<file path="config.mk">
export PLATFORM = sky130hd
export DESIGN_NAME = bar_code_raster_encoder
export DESIGN_NICKNAME = d
export VERILOG_FILES = /design/src/hw/rtl/brce_pkg.sv /design/src/hw/rtl/bar_code_raster_encoder.sv
export SDC_FILE = /design/constraint.sdc
export NUM_CORES = 1
export LEC_CHECK = 0
export ABC_AREA = 1
export ABC_CLOCK_PERIOD_IN_PS = 13800
export BUFFER_PORTS_ARGS = -buffer_cell sky130_fd_sc_hd__buf_4
export CORE_ASPECT_RATIO = 1.5
export CORE_MARGIN = 10
export CORE_UTILIZATION = 60
export DETAILED_ROUTE_END_ITERATION = 10
export PLACE_DENSITY = 0.83
export SLEW_MARGIN = 0
export SYNTH_ARGS = -nofsm -noshare
export SYNTH_HDL_FRONTEND = slang
export SYNTH_SLANG_ARGS = --single-unit
</file>
<file path="constraint.sdc">
create_clock -name clk -period 13.8 [get_ports clk]
set_input_delay 2.76 -clock clk [delete_from_list [all_inputs] [get_ports clk]]
set_output_delay 2.76 -clock clk [all_outputs]
set_load 0.005 [all_outputs]
</file>
<file path="src/hw/rtl/brce_pkg.sv">
// brce_pkg: types and constants of the bar code raster encoder
// segment kinds, register indexes, reset values and the segment sequencer phases
// no dependencies
package brce_pkg;

    // segment kinds
    localparam logic [1:0] KIND_SOLID = 2'd0;
    localparam logic [1:0] KIND_ALT   = 2'd1;
    localparam logic [1:0] KIND_DATA  = 2'd2;

    // register indexes on the configuration port
    localparam logic [1:0] REG_BYTES_PER_LINE = 2'd0;
    localparam logic [1:0] REG_LINES_PER_PAGE = 2'd1;
    localparam logic [1:0] REG_TIMING_INTERVAL = 2'd2;
    localparam logic [1:0] REG_EXTRA_LINES    = 2'd3;

    // register reset values
    localparam logic [6:0]  BPL_RESET = 7'd32;
    localparam logic [12:0] LPP_RESET = 13'd1024;
    localparam logic [11:0] TI_RESET  = 12'd341;

    // page framing
    localparam int LPP_MIN          = 14;
    localparam int FRAME_ROWS       = 4;
    localparam int FRAME_ROWS_EXTRA = 10;
    localparam int WIDTH_EXTRA      = 5;
    localparam int FILL_EXTRA       = 3;

    typedef enum logic [4:0] {
        PH_START,
        PH_OPEN_TIMING,
        PH_OPEN_WHITE,
        PH_BLK_WHITE1,
        PH_BLK_TIMING,
        PH_BLK_WHITE2,
        PH_MARK,
        PH_LEFT_WHITE,
        PH_DATA,
        PH_PAD,
        PH_END_WHITE,
        PH_END_MARK,
        PH_FILL_MARK1,
        PH_FILL_RUN,
        PH_FILL_MARK2,
        PH_CLOSE_WHITE,
        PH_CLOSE_TIMING
    } brce_phase_t;

endpackage

</file>
<file path="src/hw/rtl/bar_code_raster_encoder.sv">
// bar_code_raster_encoder: run segments of paged bar code rasters from payload bytes, uses brce_pkg
// a request is held in the request registers; its first segment is loaded into the output register
// once it is empty or not stalled; throughput: one segment per cycle from the segment sequencer
// into the single output register unless stalled; a request gives one segment for most bytes,
// up to sixteen at a row and page boundary; the next is taken in the cycle its last segment is loaded
// reset: asynchronous, clears counters, page state and output valid, loads register defaults
module bar_code_raster_encoder
    import brce_pkg::*;
#(
    parameter int MAX_BYTES_PER_LINE = 64,
    parameter int MAX_LINES_PER_PAGE = 4096
)
(
    input  logic        clk,
    input  logic        rst_n,
    // configuration
    input  logic        psel,
    input  logic        penable,
    input  logic        pwrite,
    input  logic [3:0]  paddr,
    input  logic [31:0] pwdata,
    output logic [31:0] prdata,
    output logic        pready,
    // input channel
    input  logic        in_valid,
    output logic        in_stall,
    input  logic [7:0]  data_byte,
    input  logic        final_byte,
    // output channel
    output logic        out_valid,
    input  logic        out_stall,
    output logic [1:0]  seg_kind,
    output logic        seg_value,
    output logic [9:0]  seg_length,
    output logic [7:0]  seg_byte,
    output logic        page_end,
    output logic [12:0] page_height,
    output logic        last
);

    localparam int EB_W = $clog2(MAX_BYTES_PER_LINE + 1);
    localparam int CW   = (EB_W > 7) ? EB_W : 7;
    localparam int WW   = CW + 4;
    localparam int LB_W = $clog2(MAX_LINES_PER_PAGE + 1);
    localparam int LW   = (LB_W > 13) ? LB_W : 13;

    // configuration registers
    logic [6:0]  bpl_reg, bpl_next;
    logic [12:0] lpp_reg, lpp_next;
    logic [11:0] ti_reg, ti_next;
    logic        extra_reg, extra_next;

    // encoder state
    logic [6:0]  bir_reg, bir_next;
    logic [11:0] rop_reg, rop_next;
    logic [11:0] rst_reg, rst_next;
    logic        mark_reg, mark_next;
    logic        open_reg, open_next;
    logic [12:0] prc_reg, prc_next;

    // held request
    logic        busy_reg, busy_next;
    logic [7:0]  item_data_reg, item_data_next;
    logic        item_fin_reg, item_fin_next;
    brce_phase_t phase_reg, phase_next;

    // output register
    logic        out_valid_reg, out_valid_next;
    logic [1:0]  kind_reg, kind_next;
    logic        value_reg, value_next;
    logic [9:0]  length_reg, length_next;
    logic [7:0]  byte_reg, byte_next;
    logic        pe_reg, pe_next;
    logic [12:0] ph_reg, ph_next;
    logic        last_reg, last_next;

    logic          cfg_write;
    logic [CW-1:0] eff_bpl;
    logic [WW-1:0] page_w;
    logic [WW-1:0] fill_w;
    logic [WW-1:0] pad_w;
    logic [LW-1:0] lpp_clamp;
    logic [LW-1:0] max_rows;
    logic          blk_due;
    brce_phase_t   cur_phase;
    brce_phase_t   nxt_phase;
    logic          seg_last;
    logic          step_fire;
    logic          accept;

    function automatic logic [12:0] add_rows(input logic [12:0] cnt, input logic [1:0] k);
        logic [13:0] sum;
        sum = {1'b0, cnt} + 14'(k);
        return sum[13] ? 13'h1FFF : sum[12:0];
    endfunction

    function automatic logic [11:0] inc_sat12(input logic [11:0] cnt);
        return (cnt == 12'hFFF) ? cnt : cnt + 12'd1;
    endfunction

    // configuration port
    assign pready    = 1'b1;
    assign cfg_write = psel && penable && pwrite && pready;

    always_comb
    begin
        bpl_next   = bpl_reg;
        lpp_next   = lpp_reg;
        ti_next    = ti_reg;
        extra_next = extra_reg;
        if (cfg_write)
        begin
            unique case (paddr[3:2])
                REG_BYTES_PER_LINE:  bpl_next   = pwdata[6:0];
                REG_LINES_PER_PAGE:  lpp_next   = pwdata[12:0];
                REG_TIMING_INTERVAL: ti_next    = pwdata[11:0];
                REG_EXTRA_LINES:     extra_next = pwdata[0];
            endcase
        end
    end

    always_comb
    begin
        unique case (paddr[3:2])
            REG_BYTES_PER_LINE:  prdata = {25'd0, bpl_reg};
            REG_LINES_PER_PAGE:  prdata = {19'd0, lpp_reg};
            REG_TIMING_INTERVAL: prdata = {20'd0, ti_reg};
            REG_EXTRA_LINES:     prdata = {31'd0, extra_reg};
        endcase
    end

    // effective geometry
    always_comb
    begin
        if (bpl_reg == 7'd0)
            eff_bpl = CW'(1);
        else if (CW'(bpl_reg) > CW'(MAX_BYTES_PER_LINE))
            eff_bpl = CW'(MAX_BYTES_PER_LINE);
        else
            eff_bpl = CW'(bpl_reg);

        if (LW'(lpp_reg) < LW'(LPP_MIN))
            lpp_clamp = LW'(LPP_MIN);
        else if (LW'(lpp_reg) > LW'(MAX_LINES_PER_PAGE))
            lpp_clamp = LW'(MAX_LINES_PER_PAGE);
        else
            lpp_clamp = LW'(lpp_reg);

        max_rows = lpp_clamp - (extra_reg ? LW'(FRAME_ROWS_EXTRA) : LW'(FRAME_ROWS));
    end

    assign page_w  = {1'b0, eff_bpl, 3'b000} + WW'(WIDTH_EXTRA);
    assign fill_w  = {1'b0, eff_bpl, 3'b000} + WW'(FILL_EXTRA);
    assign pad_w   = {1'b0, eff_bpl - CW'(bir_reg), 3'b000};
    assign blk_due = extra_reg && (rst_reg == ti_reg);

    // first phase of a request follows from the page and row state
    always_comb
    begin
        if (phase_reg != PH_START)
            cur_phase = phase_reg;
        else if (!open_reg)
            cur_phase = PH_OPEN_TIMING;
        else if (bir_reg != 7'd0)
            cur_phase = PH_DATA;
        else if (blk_due)
            cur_phase = PH_BLK_WHITE1;
        else
            cur_phase = PH_MARK;
    end

    // segment sequencer: one segment and its state update per step
    always_comb
    begin
        kind_next   = KIND_SOLID;
        value_next  = 1'b0;
        length_next = 10'd0;
        byte_next   = 8'd0;
        pe_next     = 1'b0;
        ph_next     = 13'd0;
        bir_next    = bir_reg;
        rop_next    = rop_reg;
        rst_next    = rst_reg;
        mark_next   = mark_reg;
        open_next   = open_reg;
        prc_next    = prc_reg;
        nxt_phase   = PH_START;

        unique case (cur_phase)
            PH_OPEN_TIMING:
            begin
                kind_next   = KIND_ALT;
                length_next = page_w[9:0];
                bir_next    = 7'd0;
                rop_next    = 12'd0;
                rst_next    = 12'd0;
                mark_next   = 1'b0;
                prc_next    = 13'd0;
                nxt_phase   = PH_OPEN_WHITE;
            end
            PH_OPEN_WHITE:
            begin
                value_next  = 1'b1;
                length_next = page_w[9:0];
                prc_next    = add_rows(prc_reg, 2'd2);
                open_next   = 1'b1;
                nxt_phase   = blk_due ? PH_BLK_WHITE1 : PH_MARK;
            end
            PH_BLK_WHITE1:
            begin
                value_next  = 1'b1;
                length_next = page_w[9:0];
                nxt_phase   = PH_BLK_TIMING;
            end
            PH_BLK_TIMING:
            begin
                kind_next   = KIND_ALT;
                length_next = page_w[9:0];
                nxt_phase   = PH_BLK_WHITE2;
            end
            PH_BLK_WHITE2:
            begin
                value_next  = 1'b1;
                length_next = page_w[9:0];
                prc_next    = add_rows(prc_reg, 2'd3);
                rst_next    = 12'd0;
                mark_next   = 1'b0;
                nxt_phase   = PH_MARK;
            end
            PH_MARK:
            begin
                value_next  = mark_reg;
                length_next = 10'd1;
                nxt_phase   = PH_LEFT_WHITE;
            end
            PH_LEFT_WHITE:
            begin
                value_next  = 1'b1;
                length_next = 10'd1;
                nxt_phase   = PH_DATA;
            end
            PH_DATA:
            begin
                kind_next   = KIND_DATA;
                length_next = 10'd8;
                byte_next   = item_data_reg;
                bir_next    = (bir_reg == 7'h7F) ? bir_reg : bir_reg + 7'd1;
                if (CW'(bir_next) >= eff_bpl)
                    nxt_phase = PH_END_WHITE;
                else if (item_fin_reg)
                    nxt_phase = PH_PAD;
                else
                    nxt_phase = PH_START;
            end
            PH_PAD:
            begin
                value_next  = 1'b1;
                length_next = pad_w[9:0];
                nxt_phase   = PH_END_WHITE;
            end
            PH_END_WHITE:
            begin
                value_next  = 1'b1;
                length_next = 10'd2;
                nxt_phase   = PH_END_MARK;
            end
            PH_END_MARK:
            begin
                value_next  = mark_reg;
                length_next = 10'd1;
                mark_next   = !mark_reg;
                rop_next    = inc_sat12(rop_reg);
                rst_next    = inc_sat12(rst_reg);
                prc_next    = add_rows(prc_reg, 2'd1);
                bir_next    = 7'd0;
                // page full, or payload done with the row closed
                if ((LW'(rop_next) >= max_rows) || item_fin_reg)
                    nxt_phase = prc_next[0] ? PH_CLOSE_WHITE : PH_FILL_MARK1;
                else
                    nxt_phase = PH_START;
            end
            PH_FILL_MARK1:
            begin
                value_next  = mark_reg;
                length_next = 10'd1;
                nxt_phase   = PH_FILL_RUN;
            end
            PH_FILL_RUN:
            begin
                value_next  = 1'b1;
                length_next = fill_w[9:0];
                nxt_phase   = PH_FILL_MARK2;
            end
            PH_FILL_MARK2:
            begin
                value_next  = mark_reg;
                length_next = 10'd1;
                prc_next    = add_rows(prc_reg, 2'd1);
                nxt_phase   = PH_CLOSE_WHITE;
            end
            PH_CLOSE_WHITE:
            begin
                value_next  = 1'b1;
                length_next = page_w[9:0];
                prc_next    = add_rows(prc_reg, 2'd2);
                nxt_phase   = PH_CLOSE_TIMING;
            end
            PH_CLOSE_TIMING:
            begin
                kind_next   = KIND_ALT;
                length_next = page_w[9:0];
                pe_next     = 1'b1;
                ph_next     = prc_reg;
                open_next   = 1'b0;
                bir_next    = 7'd0;
                rop_next    = 12'd0;
                rst_next    = 12'd0;
                mark_next   = 1'b0;
                prc_next    = 13'd0;
                nxt_phase   = PH_START;
            end
            default:
            begin
                nxt_phase = PH_START;
            end
        endcase

        seg_last  = (nxt_phase == PH_START);
        last_next = seg_last;
    end

    // handshake
    assign step_fire = busy_reg && (!out_valid_reg || !out_stall);
    assign in_stall  = busy_reg && !(step_fire && seg_last);
    assign accept    = in_valid && !in_stall;

    always_comb
    begin
        busy_next      = busy_reg;
        item_data_next = item_data_reg;
        item_fin_next  = item_fin_reg;
        phase_next     = phase_reg;
        out_valid_next = out_valid_reg;

        if (step_fire)
        begin
            phase_next     = seg_last ? PH_START : nxt_phase;
            out_valid_next = 1'b1;
            if (seg_last)
                busy_next = 1'b0;
        end
        else if (out_valid_reg && !out_stall)
        begin
            out_valid_next = 1'b0;
        end

        if (accept)
        begin
            busy_next      = 1'b1;
            item_data_next = data_byte;
            item_fin_next  = final_byte;
        end
    end

    always_ff @(posedge clk or negedge rst_n)
    begin
        if (!rst_n)
        begin
            bpl_reg       <= BPL_RESET;
            lpp_reg       <= LPP_RESET;
            ti_reg        <= TI_RESET;
            extra_reg     <= 1'b0;
            bir_reg       <= 7'd0;
            rop_reg       <= 12'd0;
            rst_reg       <= 12'd0;
            mark_reg      <= 1'b0;
            open_reg      <= 1'b0;
            prc_reg       <= 13'd0;
            busy_reg      <= 1'b0;
            phase_reg     <= PH_START;
            out_valid_reg <= 1'b0;
        end
        else
        begin
            bpl_reg       <= bpl_next;
            lpp_reg       <= lpp_next;
            ti_reg        <= ti_next;
            extra_reg     <= extra_next;
            busy_reg      <= busy_next;
            phase_reg     <= phase_next;
            out_valid_reg <= out_valid_next;
            if (step_fire)
            begin
                bir_reg  <= bir_next;
                rop_reg  <= rop_next;
                rst_reg  <= rst_next;
                mark_reg <= mark_next;
                open_reg <= open_next;
                prc_reg  <= prc_next;
            end
        end
    end

    // payload registers
    always_ff @(posedge clk)
    begin
        item_data_reg <= item_data_next;
        item_fin_reg  <= item_fin_next;
        if (step_fire)
        begin
            kind_reg   <= kind_next;
            value_reg  <= value_next;
            length_reg <= length_next;
            byte_reg   <= byte_next;
            pe_reg     <= pe_next;
            ph_reg     <= ph_next;
            last_reg   <= last_next;
        end
    end

    assign out_valid   = out_valid_reg;
    assign seg_kind    = kind_reg;
    assign seg_value   = value_reg;
    assign seg_length  = length_reg;
    assign seg_byte    = byte_reg;
    assign page_end    = pe_reg;
    assign page_height = ph_reg;
    assign last        = last_reg;

`ifndef SYNTH
    // a closing timing line always ends its request
    a_page_end_last: assert property (@(posedge clk) disable iff (!rst_n)
        out_valid && page_end |-> last && (seg_kind == KIND_ALT))
        else $error("page end segment not last or not a timing line");

    // the filler row keeps every page height odd
    a_height_odd: assert property (@(posedge clk) disable iff (!rst_n)
        out_valid && page_end |-> page_height[0])
        else $error("page height even");

    // a new request only enters once the held one has sent its last segment
    a_accept_after_last: assert property (@(posedge clk) disable iff (!rst_n)
        in_valid && !in_stall && busy_reg |=> out_valid && last)
        else $error("request taken before previous one finished");

    // data segments are always eight pixels
    a_data_len: assert property (@(posedge clk) disable iff (!rst_n)
        out_valid && (seg_kind == KIND_DATA) |-> (seg_length == 10'd8) && !page_end)
        else $error("bad data segment");
`endif

endmodule
</file>
# ---- Yosys cells after proc, flatten, opt, wreduce, memory -nomap -nowiden
# Index checks and enable logic that the tools add are counted.
dict set report word_totals {
  word_cells 147
  output_inout_bits 71
  reg_bits 131
  inputBits 52
}
dict set report classes {
  n_lt_le_gt_ge 5
  n_reduce_logical 49
  add_sub_neg 10
  n_eq_ne 24
  n_mux 37
}
# cell n
set op_table {}
lappend op_table {{$pmux 32 s4} 1}
lappend op_table {{$pmux 5 s15} 1}
lappend op_table {{$mux 13} 5}
lappend op_table {{$pmux 10 s6} 1}
lappend op_table {{$pmux 13 s4} 1}
lappend op_table {{$pmux 12 s2} 2}
lappend op_table {{$eq 5x4->1 const B} 8}
lappend op_table {{$add 13x2->14 const B} 2}
lappend op_table {{$add 12x1->12 const B} 2}
lappend op_table {{$eq 12x12->1 const B} 2}
lappend op_table {{$mux 12} 2}
lappend op_table {{$mux 4} 6}
lappend op_table {{$mux 7} 3}
lappend op_table {{$eq 5x3->1 const B} 4}
lappend op_table {{$reduce_and 2->1} 10}
lappend op_table {{$add 13x1->14 const B} 1}
lappend op_table {{$pmux 7 s2} 1}
lappend op_table {{$reduce_bool 2->1} 7}
lappend op_table {{$ge 12x13->1} 1}
lappend op_table {{$gt 13x13->1 const B} 1}
lappend op_table {{$lt 13x4->1 const B} 1}
lappend op_table {{$sub 13x4->13} 1}
lappend op_table {{$eq 12x12->1} 1}
lappend op_table {{$add 10x2->10 const B} 1}
lappend op_table {{other kinds (34)} 60}

# ---- Depth between registers and ports, before layout
dict set report depth {
  word_depth 16
  depth_mapped 36
}

# ---- Least setup slack after synthesis
# OpenSTA, ideal clock, no wires.
dict set report synth_path {
  path_kind {reg-to-output}
  from {reg lpp_reg[2]}
  to {out in_stall}
  required_time_ps 11040
  path_buffers 1
  arrival_ps 3614
  path_stages_with_launch 32
  setup_slack_ps 7426
  cell_sequence {dfrtp_1 -> or2_2 -> nor2_1 -> nand2_1 -> nand2_1 -> buf_2 -> a21o_1 -> ha_1 -> a21oi_1 -> o21ai_0 -> nor3_1 -> nand2_1 -> xnor2_1 -> ha_1 -> nand2_1 -> a21oi_1 -> nor2_1 -> nand2_1 -> nor2_1 -> nand2_1 -> nand2_1 -> nand2_1 -> nand2_1 -> nand2_1 -> nand3_1 -> nand2_1 -> nand3_1 -> nand2_1 -> nor2_1 -> nand3_1 -> nand2_1 -> inv_1}
}
dict set report synth_between {
  elab_chain_cells 12
  elab_cells_between_ends 13
}
# element line_no
set synth_rtl {}
lappend synth_rtl {{start: declaration} bar_code_raster_encoder.sv:49} ;# logic [12:0] lpp_reg, lpp_next;
lappend synth_rtl {{start signal: assignment} bar_code_raster_encoder.sv:386} ;# lpp_reg <= lpp_next;
lappend synth_rtl {{$gt 13x13->1} bar_code_raster_encoder.sv:144} ;# else if (LW'(lpp_reg) > LW'(MAX_LINES_PER_PAGE))
lappend synth_rtl {{$mux 13} bar_code_raster_encoder.sv:144}
lappend synth_rtl {{$mux 13 (*)} bar_code_raster_encoder.sv:142} ;# if (LW'(lpp_reg) < LW'(LPP_MIN))
lappend synth_rtl {{$sub 13x4->13 (*)} bar_code_raster_encoder.sv:149} ;# max_rows = lpp_clamp - (extra_reg ? LW'(FRAME_ROWS_EXTRA) : LW'(FRAME_ROWS));
lappend synth_rtl {{$ge 12x13->1 (*)} bar_code_raster_encoder.sv:277} ;# if ((LW'(rop_next) >= max_rows) || item_fin_reg)
lappend synth_rtl {{$logic_or 1x1->1 (*)} bar_code_raster_encoder.sv:277}
lappend synth_rtl {{$mux 4 (*)} bar_code_raster_encoder.sv:277}
lappend synth_rtl {{$pmux 5 s15 (*)} bar_code_raster_encoder.sv:189} ;# unique case (cur_phase)
lappend synth_rtl {{$logic_not 5->1 (*)} bar_code_raster_encoder.sv:328} ;# seg_last = (nxt_phase == PH_START);
lappend synth_rtl {{$logic_and 1x1->1 (*)} bar_code_raster_encoder.sv:334} ;# assign in_stall = busy_reg && !(step_fire && seg_last);
lappend synth_rtl {{$logic_not 1->1 (*)} bar_code_raster_encoder.sv:334}
lappend synth_rtl {{$logic_and 1x1->1 (*)} bar_code_raster_encoder.sv:334}
lappend synth_rtl {{end: declaration} bar_code_raster_encoder.sv:26} ;# output logic in_stall,
# Mark *: on every way between the ends. The rest lies on a longest branch, timed or not.

# ---- Final worst setup path
dict set report layout_path {
  from {reg lpp_reg[1]}
  to {out in_stall}
}
# Same word-level chain as after synthesis.

==> results.sh <==
export IMPL_drive_gt1_share_pct=16.1
export IMPL_cts_htree_levels=4
export IMPL_root_buffer="clkbuf_16"
export IMPL_path_class="reg2out"
export IMPL_num_rows=53
export IMPL_antenna_cells=0
export IMPL_vdd_drop_max_v=0.000112
export IMPL_hold_violations=0
export IMPL_fill_cells=1154
export IMPL_cp_max_fo=12
export IMPL_cts_path_max_buffers=2
export IMPL_dr_pass1_iters=5
export IMPL_synth_top_area_cell="dfrtp_1"
export IMPL_min_period_over_period_pct=55.9
export IMPL_syn_to_final_growth_pct=14.4
export IMPL_finClkSkew_ns=0.00879
export IMPL_grt_overflow=0
export IMPL_stdcell_count=1406
export IMPL_setup_viol=0
export IMPL_synth_avg_cell_area_um2=7.73
export IMPL_slew_violations=0
export IMPL_status="complete, no violations"
export IMPL_layout_commonest_cell="nand2_1"
export IMPL_seq_area_frac_synth_pct=40.5
export IMPL_coreArea_um2=14100
export IMPL_die_h_um=167
export IMPL_start_util_pct=61.4
export IMPL_layout_setup_ws_ns=6.08
export IMPL_viasPerCell=5.51
export IMPL_synth_area_leaders="dfrtp_1 23%, edfxtp_1 16%, nand2_1 9.9%"
export IMPL_hp_class="reg2reg"
export IMPL_synth_main_ff_cell="dfrtp_1"
export IMPL_rsz0062_at_grt="false"
export IMPL_crit_top_cell="nand2_1"
export IMPL_hold_buffers=0
export IMPL_postRouteAntennaNets=0
export IMPL_max_stage_delay_ns=0.46
export IMPL_dieArea_um2=19800
export IMPL_cts_num_sinks=131
export IMPL_arrival_ns=4.96
export IMPL_p_per_area_nw_per_um2=227
export IMPL_synth_fa_ha_area_share_pct=5.65
export IMPL_layout_nets=1291
export IMPL_grt_pass1_vias=7835
export IMPL_grt_usage_pct=22.0
export IMPL_crit_required_ns=11.04
export IMPL_die_w_um=118
export IMPL_synth_seq_cells=131
export IMPL_vias=7743
export IMPL_critPathSlowestCell="dfrtp_1"
export IMPL_preCtsSetupSlack_ns=6.52
export IMPL_cts_resized=0
export IMPL_synth_xor_area_share_pct=4.24
export IMPL_worstMarginPinSlew_ns=0.927
export IMPL_grt_pass1_wl_mm=36.5
export IMPL_wl_per_cell_um=15.4
export IMPL_antenna_found_initial=0
export IMPL_clock_latency_ns=0.42
export IMPL_cts_made_buffers=17
export IMPL_fin_setup_tns_ns=0
export IMPL_max_freq_mhz=130
export IMPL_worstSetupPathDepth=31
export IMPL_cts_setup_buffers=0
export IMPL_synth_compound_area_share_pct=14.1
export IMPL_synthMuxAreaShare_pct=0
export IMPL_drv_cap=0
export IMPL_holdPathStages=2
export IMPL_dr_first_iter_drc_count=409
export IMPL_rr_worst_depth=29
export IMPL_post_route_min_period_ns=7.72
export IMPL_async_flop_share_pct=65.6
export IMPL_hold_slack_ns=0.493
export IMPL_drc=0
export IMPL_cts_tree="built"
export IMPL_portBuffers=81
export IMPL_synthSimpleGateAreaFrac_pct=24.8
export IMPL_yosys_cell_types_count=54
export IMPL_gp_congestion=0.939
export IMPL_synth_top_family_by_area="simple AND/OR/NAND/NOR gates"
export IMPL_io_pins=123
export IMPL_wl_mm=21.6
export IMPL_grt_max_degree=65
export IMPL_p_leak_uw=0.00476
export IMPL_mostFrequentLayoutCells="228 x nand2_1, 150 x inv_1, 113 x nor2_1, 93 x o21ai_0, 82 x buf_4"
export IMPL_synth_edf_count=45
export IMPL_dp_hpwl_mm=16.3
export IMPL_synth_top_cell_area_share_pct=22.8
export IMPL_cp_start_kind="register"
export IMPL_crit_family="simple AND/OR/NAND/NOR gates"
export IMPL_slew_headroom_pct=38.1
export IMPL_yosys_warnings=0
export IMPL_end_kind="output port"
export IMPL_syn_area_um2=8680
export IMPL_synthCells=1123
export IMPL_stdcell_area_um2=9930
export IMPL_dp_cells=1374
export IMPL_path_buf_inv=2
export IMPL_clk_pin_slew_ns=0.06
export IMPL_place_area_um2=9330
[cell families (layout without fill, tap and decap cells)]
| logic type | Yosys count | count (layout) |
|---|---|---|
| buffers and inverters | 215 | 288 |
| other | 2 | 20 |
| AO/OA/AOI/OAI | 211 | 211 |
| XOR/XNOR | 42 | 42 |
| flip-flops | 131 | 131 |
| AND/OR/NAND/NOR | 484 | 484 |
| adder cells (fa/ha/maj) | 38 | 38 |
[cell usage after synthesis, drive strengths merged (4+ instances only)]
master,number
nand4,11
nand3,60
clkbuf,11
nand2,248
nor2,122
o22ai,9
inv,173
xor2,38
nor4,6
ha,36
o211ai,8
buf,30
xnor2,4
dfstp,7
a31oi,4
a211oi,4
o21ai,136
edfxtp,45
o221ai,6
dfrtp,79
nor3,28
a21oi,34
[per-layer routing]
layer	part of all wire [%]	global-route usage [%]
met1	38	23.3
met2	51	38.6
met3	5.4	4.68
met4	5.8	14.5
met5	0	0
[where the power goes]
group | total, uW | switching [uW] | internal [uW]
combinational | 1110 | 717 | 393
sequential | 685 | 110 | 574
clock | 457 | 186 | 271
[metrics by stage]
stage	total power (uW)	utilization, %
after global routing	2440	70.3
after floorplan	1480	-
after CTS	2250	70.3
final	2250	70.3
after global placement	1740	66.1
after detailed placement	1780	66.1
[final timing paths]
kind / start / end / slack (ns)
setup / recovery: lpp_reg[1] / in_stall / 6.08
hold / removal: lpp_reg[4] / lpp_reg[4] / 0.49
setup reg to reg: lpp_reg[1] / item_data_reg[4] / 8.48
hold reg to reg: lpp_reg[4] / lpp_reg[4] / 0.49
max in group asynchronous: rst_n / phase_reg[0] / 10.42
min in group asynchronous: rst_n / prc_reg[10] / 2.24
[area by class of cell]
cell class              count  area, um2  area share (%)
flip-flops and latches    131       3510            35.4
repair buffers             82        616            6.20
clock inverters            15        171            1.73
multi-input cells         795       4310            43.4
clock buffers              17        425            4.28
well taps                 192        240            2.42
inverters                 174        656            6.60
[worst min-delay path: stages, from the launching register on]
cell and delay, ns:
dfrtp_1 0.35, nand2_1 0.05, o21ai_0 0.06
(Power assumes the default switching activity.)
